## config.mk

```make
export PLATFORM = sky130hd
export DESIGN_NAME = firmware_download_sequencer_core
export DESIGN_NICKNAME = d
export VERILOG_FILES = /design/src/hw/rtl/fdsc_pkg.sv /design/src/hw/rtl/firmware_download_sequencer_core.sv
export SDC_FILE = /design/constraint.sdc
export NUM_CORES = 1
export LEC_CHECK = 0
export BUFFER_PORTS_ARGS = -buffer_cell sky130_fd_sc_hd__buf_2
export CORE_MARGIN = 2
export CORE_UTILIZATION = 45
export CTS_CLUSTER_SIZE = 28
export DETAILED_ROUTE_END_ITERATION = 16
export SKIP_LAST_GASP = 1
export SLEW_MARGIN = 20
export SYNTH_ARGS = -nofsm -noshare
export SYNTH_HDL_FRONTEND = slang
export SYNTH_SLANG_ARGS = --single-unit
```

## constraint.sdc

```tcl
create_clock -name clk -period 6.3 [get_ports clk]
set_input_delay 0.63 -clock clk [delete_from_list [all_inputs] [get_ports clk]]
set_output_delay 0.63 -clock clk [all_outputs]
set_load 0.02 [all_outputs]
```

## src/hw/rtl/fdsc_pkg.sv

```systemverilog
`timescale 1ns / 1ps
// ----------------------------------------------------------------------------
// fdsc_pkg
// Types and constants shared by the firmware download sequencer.
// ----------------------------------------------------------------------------
package fdsc_pkg;

  typedef enum logic [2:0] {
    ST_LOGIN       = 3'd0,
    ST_LOGIN_WAIT  = 3'd1,
    ST_LOGIN_READY = 3'd2,
    ST_DL_DOING    = 3'd3,
    ST_DL_WAIT     = 3'd4,
    ST_DL_DONE     = 3'd5,
    ST_DL_ERROR    = 3'd6,
    ST_WAIT_JUMP   = 3'd7
  } seq_state_t;

  typedef enum logic [1:0] {
    OP_TICK    = 2'd0,
    OP_LOGIN   = 2'd1,
    OP_VERSION = 2'd2,
    OP_CHUNK   = 2'd3
  } opcode_t;

  localparam logic [2:0] SEND_NONE    = 3'd0;
  localparam logic [2:0] SEND_LOGIN   = 3'd1;
  localparam logic [2:0] SEND_VERSION = 3'd2;
  localparam logic [2:0] SEND_CHUNK   = 3'd3;
  localparam logic [2:0] SEND_DONE    = 3'd4;

  localparam logic [1:0] ERASE_NONE   = 2'd0;
  localparam logic [1:0] ERASE_ALL    = 2'd1;
  localparam logic [1:0] ERASE_REGION = 2'd2;

  localparam int          CFG_IDX_W         = 3;
  localparam logic [2:0]  CFG_CHUNK_SIZE    = 3'd0;
  localparam logic [2:0]  CFG_LOGIN_TIMEOUT = 3'd1;
  localparam logic [2:0]  CFG_QUERY_PERIOD  = 3'd2;
  localparam logic [2:0]  CFG_CHUNK_TIMEOUT = 3'd3;
  localparam logic [2:0]  CFG_JUMP_TIMEOUT  = 3'd4;

  localparam logic [15:0] RST_CHUNK_SIZE    = 16'd1024;
  localparam logic [15:0] RST_LOGIN_TIMEOUT = 16'd150;
  localparam logic [15:0] RST_QUERY_PERIOD  = 16'd90;
  localparam logic [15:0] RST_CHUNK_TIMEOUT = 16'd90;
  localparam logic [15:0] RST_JUMP_TIMEOUT  = 16'd90;

  typedef struct packed {
    logic [1:0]  opcode;
    logic        link_ready;
    logic        update_available;
    logic        fields_ok;
    logic [31:0] file_total_size;
    logic        chunk_valid;
    logic [31:0] chunk_offset;
    logic [15:0] chunk_length;
    logic        crc_ok;
    logic        write_ok;
  } in_item_t;

  typedef struct packed {
    logic [2:0]  send_kind;
    logic [15:0] send_serial;
    logic [31:0] req_offset;
    logic [15:0] req_length;
    logic        report_ok;
    logic [1:0]  erase_kind;
    logic [31:0] erase_offset;
    logic [9:0]  erase_pages;
    logic        write_chunk;
    logic        jump_arm;
    logic [2:0]  state_now;
  } out_item_t;

endpackage

```

## src/hw/rtl/firmware_download_sequencer_core.sv

```systemverilog
`timescale 1ns / 1ps
// ----------------------------------------------------------------------------
// firmware_download_sequencer_core
// Login, version query and chunked download sequencer.
//
// Input channel (in_valid/in_ready/in_data) carries ticks and replies; each
// item yields exactly one result on the output channel (out_valid/out_ready/
// out_data). Results appear in the cycle after the item is taken; one item per
// cycle while out_ready holds, set by the single result register behind decode.
// in_ready is high while the result register is empty or being drained, so
// a stalled receiver holds off the input only while a result waits.
// Registers are written through cfg_we/cfg_index/cfg_data, one per cycle;
// indexes past the list are ignored.
// Reset (rst, synchronous) puts the sequencer in LOGIN with counters, offset,
// size, done flag and serial cleared, loads the default register values and
// empties the result register.
// ----------------------------------------------------------------------------
module firmware_download_sequencer_core (
  input  logic                               clk,
  input  logic                               rst,
  input  logic                               in_valid,
  output logic                               in_ready,
  input  fdsc_pkg::in_item_t                 in_data,
  output logic                               out_valid,
  input  logic                               out_ready,
  output fdsc_pkg::out_item_t                out_data,
  input  logic                               cfg_we,
  input  logic [fdsc_pkg::CFG_IDX_W-1:0]     cfg_index,
  input  logic [15:0]                        cfg_data
);
  import fdsc_pkg::*;

  logic [15:0] chunk_size;
  logic [15:0] login_timeout;
  logic [15:0] query_period;
  logic [15:0] chunk_timeout;
  logic [15:0] jump_timeout;

  seq_state_t  seq_state, seq_state_next;
  logic [31:0] tick_count, tick_count_next;
  logic [15:0] query_phase, query_phase_next;
  logic [31:0] recv_offset, recv_offset_next;
  logic [31:0] total_size, total_size_next;
  logic        done_flag, done_flag_next;
  logic [15:0] serial_count, serial_count_next;

  out_item_t   res;
  logic        accept;
  logic        is_tick;
  logic        go;
  logic [15:0] period;
  logic [15:0] phase_base;
  logic [16:0] phase_inc;
  logic [31:0] remain;
  logic [32:0] chunk_end;
  logic        end_beyond;
  opcode_t     op;

  assign in_ready = !out_valid || out_ready;
  assign accept   = in_valid && in_ready;
  assign op       = opcode_t'(in_data.opcode);
  assign is_tick  = (op == OP_TICK) && in_data.link_ready;

  assign period     = (query_period == 16'd0) ? 16'd1 : query_period;
  assign remain     = total_size - recv_offset;
  assign chunk_end  = {1'b0, in_data.chunk_offset} + {17'd0, in_data.chunk_length};
  assign end_beyond = chunk_end[32] || (chunk_end[31:0] > total_size);

  // next state and bookkeeping
  always_comb begin
    seq_state_next   = seq_state;
    recv_offset_next = recv_offset;
    total_size_next  = total_size;
    done_flag_next   = done_flag;
    go               = 1'b0;
    unique case (op)
      OP_TICK: begin
        if (in_data.link_ready) begin
          unique case (seq_state)
            ST_LOGIN: begin
              seq_state_next = ST_LOGIN_WAIT; go = 1'b1;
            end
            ST_LOGIN_WAIT: begin
              if (tick_count > {16'd0, login_timeout}) begin
                seq_state_next = ST_LOGIN; go = 1'b1;
              end
            end
            ST_LOGIN_READY: ;
            ST_DL_DOING: begin
              seq_state_next = ST_DL_WAIT; go = 1'b1;
            end
            ST_DL_WAIT: begin
              if (tick_count > {16'd0, chunk_timeout}) begin
                seq_state_next = ST_DL_DOING; go = 1'b1;
              end
            end
            ST_DL_DONE: begin
              seq_state_next = ST_WAIT_JUMP; go = 1'b1;
            end
            ST_DL_ERROR: begin
              seq_state_next = ST_DL_DOING; go = 1'b1;
            end
            ST_WAIT_JUMP: begin
              if (tick_count > {16'd0, jump_timeout}) begin
                seq_state_next = ST_LOGIN; go = 1'b1;
              end
            end
          endcase
        end
      end
      OP_LOGIN: begin
        seq_state_next = ST_LOGIN_READY; go = 1'b1;
      end
      OP_VERSION: begin
        if (in_data.update_available) begin
          total_size_next = in_data.file_total_size;
          if (in_data.fields_ok) begin
            seq_state_next = ST_DL_DOING; go = 1'b1;
          end
        end
      end
      OP_CHUNK: begin
        if (in_data.chunk_valid) begin
          go = 1'b1;
          priority if (in_data.chunk_offset < recv_offset) begin
            seq_state_next = ST_DL_DOING;
          end else if (!in_data.crc_ok) begin
            seq_state_next = ST_DL_DOING;
          end else if (!in_data.write_ok) begin
            seq_state_next = ST_DL_ERROR;
          end else if (end_beyond) begin
            recv_offset_next = 32'd0;
            seq_state_next   = ST_LOGIN;
          end else if (chunk_end[31:0] == total_size) begin
            recv_offset_next = chunk_end[31:0];
            done_flag_next   = 1'b1;
            seq_state_next   = ST_DL_DONE;
          end else begin
            recv_offset_next = chunk_end[31:0];
            seq_state_next   = ST_DL_DOING;
          end
        end
      end
    endcase

    phase_base = go ? 16'd0 : query_phase;
    phase_inc  = {1'b0, phase_base} + 17'd1;
    if (is_tick) begin
      tick_count_next  = (go ? 32'd0 : tick_count) + 32'd1;
      query_phase_next = (phase_inc >= {1'b0, period}) ? 16'd0 : phase_inc[15:0];
    end else begin
      tick_count_next  = go ? 32'd0 : tick_count;
      query_phase_next = phase_base;
    end
  end

  // result fields
  always_comb begin
    res           = '0;
    res.state_now = seq_state_next;
    unique case (op)
      OP_TICK: begin
        if (in_data.link_ready) begin
          unique case (seq_state)
            ST_LOGIN: begin
              res.send_kind   = SEND_LOGIN;
              res.send_serial = serial_count;
            end
            ST_LOGIN_READY: begin
              if (query_phase == 16'd0) begin
                res.send_kind   = SEND_VERSION;
                res.send_serial = serial_count;
              end
            end
            ST_DL_DOING: begin
              res.send_kind   = SEND_CHUNK;
              res.send_serial = serial_count;
              res.req_offset  = recv_offset;
              res.req_length  = (remain > {16'd0, chunk_size}) ? chunk_size : remain[15:0];
            end
            ST_DL_DONE: begin
              res.send_kind   = SEND_DONE;
              res.send_serial = serial_count;
              res.report_ok   = done_flag;
              res.jump_arm    = 1'b1;
            end
            ST_DL_ERROR: begin
              res.erase_kind   = ERASE_REGION;
              res.erase_offset = recv_offset;
              res.erase_pages  = {1'b0, chunk_size[15:7]} + 10'd1;
            end
            default: ;
          endcase
        end
      end
      OP_LOGIN: ;
      OP_VERSION: begin
        if (in_data.update_available) begin
          if (in_data.fields_ok && (recv_offset == 32'd0)) res.erase_kind = ERASE_ALL;
        end else begin
          res.jump_arm = 1'b1;
        end
      end
      OP_CHUNK: begin
        if (in_data.chunk_valid && !(in_data.chunk_offset < recv_offset) && in_data.crc_ok) begin
          res.write_chunk = 1'b1;
        end
      end
    endcase
  end

  assign serial_count_next = (res.send_kind != SEND_NONE) ? serial_count + 16'd1 : serial_count;

  always_ff @(posedge clk) begin
    if (rst) begin
      chunk_size    <= RST_CHUNK_SIZE;
      login_timeout <= RST_LOGIN_TIMEOUT;
      query_period  <= RST_QUERY_PERIOD;
      chunk_timeout <= RST_CHUNK_TIMEOUT;
      jump_timeout  <= RST_JUMP_TIMEOUT;
    end else if (cfg_we) begin
      unique case (cfg_index)
        CFG_CHUNK_SIZE:    chunk_size    <= cfg_data;
        CFG_LOGIN_TIMEOUT: login_timeout <= cfg_data;
        CFG_QUERY_PERIOD:  query_period  <= cfg_data;
        CFG_CHUNK_TIMEOUT: chunk_timeout <= cfg_data;
        CFG_JUMP_TIMEOUT:  jump_timeout  <= cfg_data;
        default: ;
      endcase
    end
  end

  always_ff @(posedge clk) begin
    if (rst) begin
      seq_state    <= ST_LOGIN;
      tick_count   <= '0;
      query_phase  <= '0;
      recv_offset  <= '0;
      total_size   <= '0;
      done_flag    <= 1'b0;
      serial_count <= '0;
    end else if (accept) begin
      seq_state    <= seq_state_next;
      tick_count   <= tick_count_next;
      query_phase  <= query_phase_next;
      recv_offset  <= recv_offset_next;
      total_size   <= total_size_next;
      done_flag    <= done_flag_next;
      serial_count <= serial_count_next;
    end
  end

  always_ff @(posedge clk) begin
    if (rst) begin
      out_valid <= 1'b0;
    end else if (accept) begin
      out_valid <= 1'b1;
    end else if (out_ready) begin
      out_valid <= 1'b0;
    end
  end

  always_ff @(posedge clk) begin
    if (accept) begin
      out_data <= res;
    end
  end

endmodule

```

==> flow_results.xml, run 1 <==
<?xml version="1.0" encoding="UTF-8"?>
<metrics>
  <group name="logic_synthesis">
    <metric name="synthArstFlopShare" unit="%">0</metric>
    <metric name="netlist.area_leader.share" unit="%">21.6</metric>
    <metric name="synth-edff-count" unit="">117</metric>
    <metric name="commonest_register_cell_after_synthesis" unit="">dfxtp_1</metric>
    <metric name="synth_largest_area_cell" unit="">dfxtp_1</metric>
    <metric name="synth_top_cells_by_count" unit="">322 x nand2_1, 239 x nor2_1, 217 x a21oi_1, 213 x dfxtp_1, 194 x ha_1</metric>
    <metric name="syn-cell-area" unit="mm^2">0.0197</metric>
    <metric name="synth.most_common_cell" unit="">nand2_1</metric>
    <metric name="synth.net_count" unit="">2639</metric>
    <metric name="syn-instance-count" unit="">2331</metric>
    <metric name="yosys_warnings" unit="">0</metric>
    <metric name="netlist-cell-type-count" unit="">84</metric>
    <metric name="yosysSeqAreaShare" unit="%">39.4</metric>
    <metric name="syn_avg_cell_area" unit="um^2">8.47</metric>
    <metric name="synthTopCellsByArea" unit="">dfxtp_1 22%, edfxtp_1 18%, ha_1 12%, nand2_1 6.1%, a21oi_1 5.5%</metric>
    <metric name="yosys_register_bits" unit="">330</metric>
  </group>
  <group name="critical_path">
    <metric name="critical_path.slowest_cell" unit="">dfxtp_1</metric>
    <metric name="cpLargestDelayFamily" unit="">compound AO/OA/AOI/OAI gates</metric>
    <metric name="ff2ff_path_depth" unit="">24</metric>
    <metric name="critical-path-max-stage-delay" unit="ns">0.53</metric>
    <metric name="setup.worst_path.class" unit="">reg -&gt; reg</metric>
    <metric name="critical_path.max_fanout" unit="">8</metric>
    <metric name="chain_of_cells_forming_the_critical_path" unit="">ha_1 -&gt; a21oi_1 -&gt; a21oi_1 -&gt; a2111oi_2 -&gt; buf_4 -&gt; a211oi_1 -&gt; o311ai_2 -&gt; and3_1 -&gt; ha_1 -&gt; and3_1 -&gt; and3_1 -&gt; nand2_1 -&gt; xor2_1 -&gt; nor2_1 -&gt; ha_1 -&gt; nand2_1 -&gt; nor3_1 -&gt; a221oi_1 -&gt; nand4_1 -&gt; o21ai_0 -&gt; nand2_1 -&gt; or3_1 -&gt; o21ai_0 -&gt; o2bb2ai_1</metric>
    <metric name="critPathArrivalTime" unit="ns">6.36</metric>
    <metric name="path_buf_inv" unit="">1</metric>
    <metric name="end_kind" unit="">flop</metric>
    <metric name="worstSetupStartpointType" unit="">flop</metric>
    <metric name="worstPathRequired" unit="ns">6.78</metric>
    <metric name="timing.critical_path.depth" unit="">24</metric>
  </group>
  <group name="power">
    <metric name="power.switching_fraction" unit="%">27.4</metric>
    <metric name="fin_total_pwr" unit="mW">5.29</metric>
    <metric name="netSwitchingPower" unit="mW">1.45</metric>
    <metric name="leakage" unit="nW">9.01</metric>
    <metric name="vdd_ir_drop_max" unit="mV">0.165</metric>
    <metric name="intPower" unit="mW">3.84</metric>
    <metric name="cellPowerDensity" unit="mW/mm^2">233</metric>
    <metric name="seq_power_share" unit="%">43.3</metric>
    <metric name="power.combinational.fraction" unit="%">15.0</metric>
    <metric name="clock_share_of_power" unit="%">41.6</metric>
  </group>
  <group name="routing">
    <metric name="vias" unit="">17400</metric>
    <metric name="detail_route.wirelength.met1" unit="mm">25.0</metric>
    <metric name="post-route-drc-count" unit="">0</metric>
    <metric name="detail_route.vias_per_cell" unit="">5.53</metric>
    <metric name="postRouteAntennaNets" unit="">0</metric>
    <metric name="drtIter0Drc" unit="">1187</metric>
    <metric name="drt_first_pass_iters" unit="">6</metric>
    <metric name="wl_met2" unit="mm">28.0</metric>
    <metric name="topRoutingLayerUsed" unit="">met4</metric>
    <metric name="met3WireLength" unit="mm">3.15</metric>
    <metric name="route.detailed.wl_per_inst" unit="um">18.5</metric>
    <metric name="wl" unit="mm">58.1</metric>
  </group>
  <group name="cts">
    <metric name="clock_latency" unit="ns">0.58</metric>
    <metric name="post-cts-setup-buffers" unit="">0</metric>
    <metric name="cts_max_level" unit="">2</metric>
    <metric name="clock-root-buffer" unit="">clkbuf_16</metric>
    <metric name="cts_sinks" unit="">330</metric>
    <metric name="cts-root-to-sink-buffers" unit="">3</metric>
    <metric name="clkTransAtPathRegs" unit="ns">0.06</metric>
    <metric name="cts-buffers-inserted" unit="">39</metric>
    <metric name="cts_tree" unit="">done</metric>
  </group>
  <group name="timing">
    <metric name="hold_violations" unit="">0</metric>
    <metric name="number_of_max_slew_violations_in_the_final_report" unit="">0</metric>
    <metric name="finalCritPeriodShare" unit="%">93.3</metric>
    <metric name="worst_case_setup_margin_in_the_final_layout" unit="ns">0.424</metric>
    <metric name="skew" unit="ns">0.0300</metric>
    <metric name="maxClockFrequency" unit="MHz">170</metric>
    <metric name="setup-violations-final" unit="">0</metric>
    <metric name="actual_slew_at_the_worst_max_slew_pin" unit="ns">1.08</metric>
    <metric name="max_slew_margin" unit="%">27.9</metric>
    <metric name="final_period_minus_worst_setup_slack" unit="ns">5.88</metric>
  </group>
  <group name="final_layout">
    <metric name="layout.cell_area.non_filler" unit="mm^2">0.0227</metric>
    <metric name="drive_gt1_share" unit="%">13.6</metric>
    <metric name="layoutNonFillerInstCount" unit="">3142</metric>
    <metric name="syn2layout_area_growth" unit="%">14.8</metric>
    <metric name="num-fill-cells" unit="">4165</metric>
    <metric name="num-nets-final" unit="">2832</metric>
  </group>
  <group name="grt">
    <metric name="overflow" unit="">0</metric>
    <metric name="first_global_vias" unit="">16900</metric>
    <metric name="grt_first_pass_wirelength" unit="mm">89.8</metric>
    <metric name="grt_max_degree" unit="">107</metric>
    <metric name="groute.usage.overall" unit="%">25.2</metric>
    <metric name="initial_antenna_violation_count" unit="">3</metric>
  </group>
  <group name="floorplan">
    <metric name="floorplan.rows" unit="">76</metric>
    <metric name="die_h" unit="um">213</metric>
    <metric name="die-area" unit="mm^2">0.0456</metric>
    <metric name="core_area" unit="mm^2">0.0432</metric>
    <metric name="floorplan.io_pins" unit="">231</metric>
    <metric name="initial_core_util" unit="%">45.7</metric>
    <metric name="die_w" unit="um">213</metric>
  </group>
  <group name="placed_design">
    <metric name="dpl_cell_area" unit="mm^2">0.0214</metric>
    <metric name="placed_cells" unit="">3068</metric>
    <metric name="dp_hpwl" unit="mm">44.2</metric>
    <metric name="place.port_buffers" unit="">230</metric>
    <metric name="dp_slack" unit="ns">0.232</metric>
    <metric name="place.gp.congestion" unit="">0.919</metric>
  </group>
  <group name="run_status">
    <metric name="run_status" unit="">finished, final reports clean</metric>
  </group>
  <group name="hold_path">
    <metric name="hold_path_class" unit="">in -&gt; reg</metric>
    <metric name="hold_path_depth" unit="">3</metric>
  </group>
  <group name="job">
    <metric name="drv.max_cap_violation_count" unit="">0</metric>
  </group>
</metrics>
power groups by stage:
stage          clock network [mW]  registers (mW)  logic, mW
6_report                     2.20            2.29      0.795
5_1_grt                      2.33            2.30      0.878
4_1_cts                      2.25            2.29      0.792
3_5_place_dp                    0            2.34      0.787
3_3_place_gp                    0            2.34      0.776
2_1_floorplan                   0            2.38      0.486
cells by family (layout without fill, tap and decap cells):
logic type / Yosys count / count (layout) / share of synthesized area [%]
other: 0 / 3 / 0
and+or+nand+nor: 896 / 896 / 21.0
xor gates and xnor gates: 111 / 111 / 4.93
buffers and inverters: 269 / 492 / 5.29
DFF: 330 / 330 / 39.4
adders and majority gates: 196 / 196 / 12.5
AOI/OAI and AO/OA: 521 / 521 / 16.4
muxes: 8 / 8 / 0.437
sequential cells by signal (all words and copies together) (netlist names):
name / count
chunk_size: 16
chunk_timeout: 16
done_flag: 1
jump_timeout: 16
login_timeout: 16
out_data: 117
out_valid: 1
query_period: 16
query_phase: 16
recv_offset: 32
seq_state: 3
serial_count: 16
tick_count: 32
total_size: 32
worst register-to-register path, delay by kind of cell, from the launching register on:
| kind | cells | cell delay (ns) |
|---|---|---|
| AOI/OAI and AO/OA | 9 | 2.17 |
| xor gates and xnor gates | 1 | 0.17 |
| adders and majority gates | 3 | 0.85 |
| buffers and inverters | 1 | 0.19 |
| DFF | 1 | 0.53 |
| and+or+nand+nor | 10 | 1.86 |
timing repair:
action,4_1_cts,5_1_grt
hold buffers,0,0
resized for setup,0,4
endpoints found under the setup margin,0,14
per-layer routing:
metal | global-route usage [%] | vias up
li1 | - | 8594
met1 | 31.5 | 8203
met2 | 43.7 | 470
met3 | 4.26 | 97
met4 | 9.22 | 0
met5 | 0 | -
worst paths after layout:
check	to	slack, ns	start
worst max-delay path	query_phase[2]	0.42	tick_count[3]
worst min-delay path	out_valid	0.31	in_valid
worst max register to register	query_phase[2]	0.42	tick_count[3]
worst min register to register	jump_timeout[10]	0.45	jump_timeout[10]
stage by stage:
| step | hold WS [ns] | util, % | setup TNS [ns] |
|---|---|---|---|
| after detailed placement | 0.447 | 49.6 | 0 |
| after floorplan | 0.432 | - | 0 |
| final | 0.307 | 52.5 | 0 |
| after global placement | 0.444 | 49.6 | 0 |
| after global routing | 0.300 | 52.5 | -0.0123 |
| after CTS | 0.291 | 52.4 | 0 |
cell usage in the layout, fill, tap and decap left out, types with 15 or more instances in the layout:
cell and n:
nand3_1 65, buf_2 229, a21o_1 47, nor2b_1 22, xnor2_1 51, buf_4 24
a31oi_1 19, a22oi_1 18, nor4_1 44, a21oi_1 216, nor2_1 239, ha_1 194
clkbuf_16 39, xor2_1 60, edfxtp_1 117, nand4_1 50, o21ai_0 96, and2_1 30
nand2b_1 15, dfxtp_1 213, and3_1 29, nor3_1 31, inv_1 166, nand2_1 322
cell type report:
class	instances	area (um^2)	area share [%]
inverter	167	629	2.78
tap	585	732	3.23
multi-input combinational	1732	10900	48.3
clock inverter	17	169	0.746
timing repair buffer	254	1340	5.90
sequential	330	7780	34.3
antenna	3	7.51	0.0331
clock buffer	54	1050	4.65
Power figures use the tool's default switching activity.
==> run 2, diff against run 1 <==
Settings changed: CAP_MARGIN set to 20, CORE_UTILIZATION 45 to 50, PLACE_DENSITY set to 0.7.
==> flow_results.xml, run 2 (same netlist as run 1, synthesis figures left out) <==
<?xml version="1.0" encoding="UTF-8"?>
<metrics>
  <group name="routing">
    <metric name="wl" unit="mm">55.6</metric>
    <metric name="vias" unit="">17500</metric>
    <metric name="drt_first_pass_iters" unit="">6</metric>
    <metric name="drtIter0Drc" unit="">1306</metric>
    <metric name="route.detailed.wl_per_inst" unit="um">18.1</metric>
    <metric name="detail_route.vias_per_cell" unit="">5.70</metric>
    <metric name="postRouteAntennaNets" unit="">0</metric>
    <metric name="post-route-drc-count" unit="">0</metric>
  </group>
  <group name="grt">
    <metric name="busiest_layer" unit="">met2</metric>
    <metric name="initial_antenna_violation_count" unit="">1</metric>
    <metric name="first_global_vias" unit="">16700</metric>
    <metric name="grt_util_met2" unit="%">46.2</metric>
    <metric name="met3_capacity_usage_during_global_routing" unit="%">3.03</metric>
    <metric name="groute.usage.overall" unit="%">26.5</metric>
    <metric name="grt_use_met1" unit="%">34.0</metric>
    <metric name="grt_max_degree" unit="">112</metric>
    <metric name="overflow" unit="">0</metric>
    <metric name="grt_first_pass_wirelength" unit="mm">87.3</metric>
  </group>
  <group name="power">
    <metric name="fin_total_pwr" unit="mW">5.37</metric>
    <metric name="cellPowerDensity" unit="mW/mm^2">238</metric>
    <metric name="leakage" unit="nW">9.00</metric>
    <metric name="vdd_ir_drop_max" unit="mV">0.194</metric>
  </group>
  <group name="placed_design">
    <metric name="dp_hpwl" unit="mm">42.3</metric>
    <metric name="dp_slack" unit="ns">0.287</metric>
    <metric name="dpl_cell_area" unit="mm^2">0.0213</metric>
    <metric name="place.port_buffers" unit="">230</metric>
    <metric name="place.gp.congestion" unit="">0.923</metric>
  </group>
  <group name="job">
    <metric name="drv.max_cap_violation_count" unit="">0</metric>
  </group>
  <group name="critical_path">
    <metric name="cpLargestDelayFamily" unit="">simple AND/OR/NAND/NOR gates</metric>
    <metric name="worstPathRequired" unit="ns">6.77</metric>
    <metric name="path_buf_inv" unit="">1</metric>
    <metric name="worstSetupStartpointType" unit="">flop</metric>
    <metric name="critical_path.max_fanout" unit="">7</metric>
    <metric name="critPathArrivalTime" unit="ns">6.30</metric>
    <metric name="setup.worst_path.class" unit="">reg -&gt; reg</metric>
    <metric name="critical-path-max-stage-delay" unit="ns">0.56</metric>
    <metric name="end_kind" unit="">flop</metric>
    <metric name="regToRegSetupSlack" unit="ns">0.47</metric>
    <metric name="critical_path.slowest_cell" unit="">or4_1</metric>
  </group>
  <group name="timing">
    <metric name="max_slew_margin" unit="%">31.8</metric>
    <metric name="maxClockFrequency" unit="MHz">172</metric>
    <metric name="finalCritPeriodShare" unit="%">92.5</metric>
    <metric name="unrepaired_setup_endpoints_after_global_routing" unit="">true</metric>
    <metric name="actual_slew_at_the_worst_max_slew_pin" unit="ns">1.02</metric>
    <metric name="hold_violations" unit="">0</metric>
    <metric name="skew" unit="ns">0.0212</metric>
    <metric name="worst_case_setup_margin_in_the_final_layout" unit="ns">0.473</metric>
    <metric name="setup-violations-final" unit="">0</metric>
    <metric name="final_period_minus_worst_setup_slack" unit="ns">5.83</metric>
    <metric name="number_of_max_slew_violations_in_the_final_report" unit="">0</metric>
  </group>
  <group name="floorplan">
    <metric name="floorplan.rows" unit="">72</metric>
    <metric name="die_h" unit="um">203</metric>
    <metric name="initial_core_util" unit="%">50.8</metric>
    <metric name="die-area" unit="mm^2">0.0411</metric>
    <metric name="die_w" unit="um">203</metric>
    <metric name="core_area" unit="mm^2">0.0388</metric>
    <metric name="floorplan.io_pins" unit="">231</metric>
  </group>
  <group name="cts">
    <metric name="clock_latency" unit="ns">0.56</metric>
    <metric name="clkTransAtPathRegs" unit="ns">0.06</metric>
    <metric name="cts_sinks" unit="">330</metric>
    <metric name="clock-root-buffer" unit="">clkbuf_16</metric>
    <metric name="cts-buffers-inserted" unit="">38</metric>
    <metric name="cts_max_level" unit="">2</metric>
    <metric name="postCtsHoldBufs" unit="">0</metric>
    <metric name="cts_tree" unit="">done</metric>
    <metric name="cts-root-to-sink-buffers" unit="">3</metric>
  </group>
  <group name="final_layout">
    <metric name="largest-register" unit="">out_data</metric>
    <metric name="final_cell_mix" unit="">322 x nand2_1, 239 x nor2_1, 229 x buf_2, 216 x a21oi_1, 211 x dfxtp_1</metric>
    <metric name="syn2layout_area_growth" unit="%">14.4</metric>
    <metric name="largest_register_ff_count" unit="">117</metric>
    <metric name="layout.cell_area.non_filler" unit="mm^2">0.0226</metric>
    <metric name="finish.utilization" unit="%">58.2</metric>
    <metric name="drive_gt1_share" unit="%">13.6</metric>
    <metric name="layout.cells.most_common" unit="">nand2_1</metric>
    <metric name="num-nets-final" unit="">2826</metric>
  </group>
  <group name="hold_path">
    <metric name="hold_path_class" unit="">in -&gt; reg</metric>
  </group>
  <group name="run_status">
    <metric name="run_status" unit="">finished, final reports clean</metric>
  </group>
</metrics>
run 2: changes by cell type in the layout (fill, tap and decap cells not counted), sizes merged:
cell      change
clkbuf        +1
buf           -5
clkinvlp      +2
bufinv        +1
inv           -3
clkinv        -2
diode         -2
run 2: metal layers:
metal  vias up  share of wire, %
li1       8584                 -
met1      8245                43
met2       546                48
met4         0               3.1
met3       100               5.5
met5         -                 0
run 2: what timing repair did:
action                     4_1_cts  5_1_grt
hold endpoints to repair         0        0
setup endpoints to repair        0       23
setup buffers                    0        1
resized for setup                0        5
run 2: worst register-to-register path, delay by kind of cell (launching register included):
kind / cells / cell delay (ns)
AOI/OAI and AO/OA: 8 / 1.54
xor gates and xnor gates: 1 / 0.17
adders and majority gates: 3 / 0.93
buffers and inverters: 1 / 0.14
DFF: 1 / 0.36
and+or+nand+nor: 12 / 2.61
run 2: worst paths after layout:
| kind | cells past startpoint | startpoint | endpoint |
|---|---|---|---|
| worst min-delay path | 3 | in_data[73] | total_size[22] |
| worst max register to register | 25 | tick_count[9] | query_phase[2] |
| worst max-delay path | 25 | tick_count[9] | query_phase[2] |
| worst min register to register | 2 | login_timeout[12] | login_timeout[12] |
run 2: layout make-up:
type                    instances  area [um^2]
inverters                     167          629
repair buffers                249         1300
clock buffers                  55         1100
diodes                          1         2.50
clock inverters                15          184
fillers                      3523        16200
well taps                     518          648
multi-input cells            1732        10900
flip-flops and latches        330         7780
run 2: through the flow:
step	hold WS, ns	TNS [ns]	cells
2_1_floorplan	0.432	0	2331
3_3_place_gp	0.444	0	2995
3_5_place_dp	0.447	0	2995
4_1_cts	0.299	0	3065
5_1_grt	0.322	-0.0563	3067
6_report	0.317	0	3067
run 2: power breakdown:
group,switching (mW),total (mW),internal [mW]
combinational,0.510,0.792,0.282
clock,0.909,2.29,1.38
sequential,0.0294,2.29,2.26
total,1.45,5.37,3.92
==> run 3, diff against run 2 <==
Settings changed: CTS_CLUSTER_SIZE 28 to not set, PLACE_DENSITY 0.7 to 0.8.
==> flow_results.xml, run 3 (same netlist as run 1, synthesis figures left out) <==
<?xml version="1.0" encoding="UTF-8"?>
<metrics>
  <group name="routing">
    <metric name="wl" unit="mm">56.9</metric>
    <metric name="detail_route.vias_per_cell" unit="">5.88</metric>
    <metric name="vias" unit="">18000</metric>
    <metric name="drtIter0Drc" unit="">1589</metric>
    <metric name="post-route-drc-count" unit="">0</metric>
    <metric name="postRouteAntennaNets" unit="">0</metric>
    <metric name="route.detailed.wl_per_inst" unit="um">18.5</metric>
    <metric name="drt_first_pass_iters" unit="">8</metric>
  </group>
  <group name="hold_path">
    <metric name="hold_path_startpoint" unit="">in_data[53]</metric>
    <metric name="hold_path_depth" unit="">3</metric>
    <metric name="worst_hold_path.endpoint" unit="">total_size[2]</metric>
    <metric name="hold_path_class" unit="">in -&gt; reg</metric>
  </group>
  <group name="final_layout">
    <metric name="layoutNonFillerInstCount" unit="">3069</metric>
    <metric name="num-fill-cells" unit="">3408</metric>
    <metric name="num-nets-final" unit="">2829</metric>
    <metric name="largest-register" unit="">out_data</metric>
    <metric name="layout.cells.most_common" unit="">nand2_1</metric>
    <metric name="multi_input_gate_area" unit="mm^2">0.0109</metric>
    <metric name="layout.cell_area.non_filler" unit="mm^2">0.0226</metric>
    <metric name="final-seq-area" unit="mm^2">0.00778</metric>
    <metric name="largest_register_ff_count" unit="">117</metric>
    <metric name="syn2layout_area_growth" unit="%">14.4</metric>
    <metric name="final_cell_mix" unit="">322 x nand2_1, 238 x nor2_1, 229 x buf_2, 217 x a21oi_1, 213 x dfxtp_1</metric>
    <metric name="drive_gt1_share" unit="%">13.4</metric>
  </group>
  <group name="floorplan">
    <metric name="die-area" unit="mm^2">0.0411</metric>
    <metric name="core_area" unit="mm^2">0.0388</metric>
    <metric name="die_h" unit="um">203</metric>
    <metric name="die_w" unit="um">203</metric>
    <metric name="initial_core_util" unit="%">50.8</metric>
    <metric name="floorplan.rows" unit="">72</metric>
    <metric name="floorplan.io_pins" unit="">231</metric>
  </group>
  <group name="timing">
    <metric name="setup-violations-final" unit="">0</metric>
    <metric name="worst_case_setup_margin_in_the_final_layout" unit="ns">0.422</metric>
    <metric name="hold_ws" unit="ns">0.315</metric>
    <metric name="tns" unit="ns">0</metric>
    <metric name="skew" unit="ns">0.0191</metric>
    <metric name="hold_violations" unit="">0</metric>
    <metric name="actual_slew_at_the_worst_max_slew_pin" unit="ns">1.09</metric>
    <metric name="finalCritPeriodShare" unit="%">93.3</metric>
    <metric name="max_slew_margin" unit="%">27.3</metric>
    <metric name="maxClockFrequency" unit="MHz">170</metric>
    <metric name="final_period_minus_worst_setup_slack" unit="ns">5.88</metric>
    <metric name="number_of_max_slew_violations_in_the_final_report" unit="">0</metric>
  </group>
  <group name="critical_path">
    <metric name="ff2ff_path_depth" unit="">25</metric>
    <metric name="cpLargestDelayFamily" unit="">compound AO/OA/AOI/OAI gates</metric>
    <metric name="path_buf_inv" unit="">2</metric>
    <metric name="setup.worst_path.class" unit="">reg -&gt; reg</metric>
    <metric name="worstPathRequired" unit="ns">6.78</metric>
    <metric name="critical_path.slowest_cell" unit="">a2111oi_0</metric>
    <metric name="timing.critical_path.depth" unit="">25</metric>
    <metric name="critPathArrivalTime" unit="ns">6.35</metric>
    <metric name="critical_path.max_fanout" unit="">7</metric>
    <metric name="regToRegSetupSlack" unit="ns">0.42</metric>
    <metric name="critical-path-max-stage-delay" unit="ns">0.74</metric>
    <metric name="worstReg2RegStart" unit="">tick_count[9]</metric>
    <metric name="worstSetupStartpointType" unit="">flop</metric>
    <metric name="end_kind" unit="">flop</metric>
    <metric name="worst_r2r_endpoint" unit="">query_phase[2]</metric>
  </group>
  <group name="grt">
    <metric name="grt_use_met1" unit="%">34.5</metric>
    <metric name="grt_first_pass_wirelength" unit="mm">89.8</metric>
    <metric name="met3_capacity_usage_during_global_routing" unit="%">4.32</metric>
    <metric name="first_global_vias" unit="">17300</metric>
    <metric name="grt_max_degree" unit="">114</metric>
    <metric name="groute.usage.overall" unit="%">27.2</metric>
    <metric name="busiest_layer" unit="">met2</metric>
    <metric name="grt_util_met2" unit="%">46.1</metric>
    <metric name="initial_antenna_violation_count" unit="">2</metric>
    <metric name="overflow" unit="">0</metric>
  </group>
  <group name="placed_design">
    <metric name="placed_cells" unit="">2999</metric>
    <metric name="dp_hpwl" unit="mm">42.7</metric>
    <metric name="place.gp.congestion" unit="">1.00</metric>
    <metric name="dpl_cell_area" unit="mm^2">0.0213</metric>
    <metric name="dp_slack" unit="ns">0.338</metric>
    <metric name="place.port_buffers" unit="">230</metric>
  </group>
  <group name="cts">
    <metric name="cts_tree" unit="">done</metric>
    <metric name="cts-root-to-sink-buffers" unit="">3</metric>
    <metric name="cts_max_level" unit="">2</metric>
    <metric name="clock-root-buffer" unit="">clkbuf_16</metric>
    <metric name="clock_latency" unit="ns">0.56</metric>
    <metric name="cts-buffers-inserted" unit="">37</metric>
    <metric name="cts_sinks" unit="">330</metric>
    <metric name="clkTransAtPathRegs" unit="ns">0.06</metric>
  </group>
  <group name="power">
    <metric name="vdd_ir_drop_max" unit="mV">0.182</metric>
    <metric name="cellPowerDensity" unit="mW/mm^2">237</metric>
    <metric name="leakage" unit="nW">9.02</metric>
  </group>
  <group name="job">
    <metric name="drv.max_cap_violation_count" unit="">0</metric>
  </group>
  <group name="run_status">
    <metric name="run_status" unit="">finished, final reports clean</metric>
  </group>
</metrics>
-- run 3: changes by cell type in the layout (fill, tap and decap cells not counted), sizes merged --
cell      delta
bufinv       +1
clkbuf       -4
inv          +2
buf          +4
clkinv       +2
clkinvlp     -3
-- run 3: where the power goes --
part           leakage, nW  switching [mW]  total [mW]  internal (mW)
Sequential            2.90          0.0309        2.29           2.26
Clock                0.608           0.895        2.26           1.37
Combinational         5.51           0.514       0.802          0.288
-- run 3: how the worst max path moves through the flow --
stage                        startpoint        endpoint
after floorplan               out_ready  total_size[10]
after CTS                 tick_count[7]  query_phase[2]
final                     tick_count[9]  query_phase[2]
after detailed placement  tick_count[7]  query_phase[2]
after global placement       in_data[2]  recv_offset[0]
after global routing      tick_count[9]  query_phase[2]
-- run 3: repair_timing --
item / CTS / global route
hold endpoints to repair: 0 / 0
hold buffers: 0 / 0
endpoints found under the setup margin: 0 / 18
buffers inserted: 0 / 1
gates resized for setup: 0 / 3
-- run 3: metrics by stage --
step	utilization (%)	power [mW]
2_1_floorplan	-	2.86
3_3_place_gp	54.8	3.09
3_5_place_dp	54.9	3.12
4_1_cts	58.1	5.37
5_1_grt	58.2	5.55
6_report	58.2	5.35
-- run 3: cell type report --
class	count	area share, %
Timing Repair Buffer	253	5.89
Inverter	167	2.79
Antenna cell	1	0.0111
Sequential cell	330	34.4
Clock inverter	17	0.931
Tap cell	518	2.87
Multi-Input combinational cell	1732	48.5
Clock buffer	51	4.62
-- run 3: per-layer routing --
metal | wire (um) | part of all wire, %
met5 | 12 | 0.021
met4 | 2420 | 4.3
met3 | 4200 | 7.4
met2 | 26900 | 47
met1 | 23300 | 41
-- run 3: tightest hold or removal path, stage by stage --
cell and delay (ns):
buf_2 0.09, nand2_1 0.05, a21oi_1 0.05
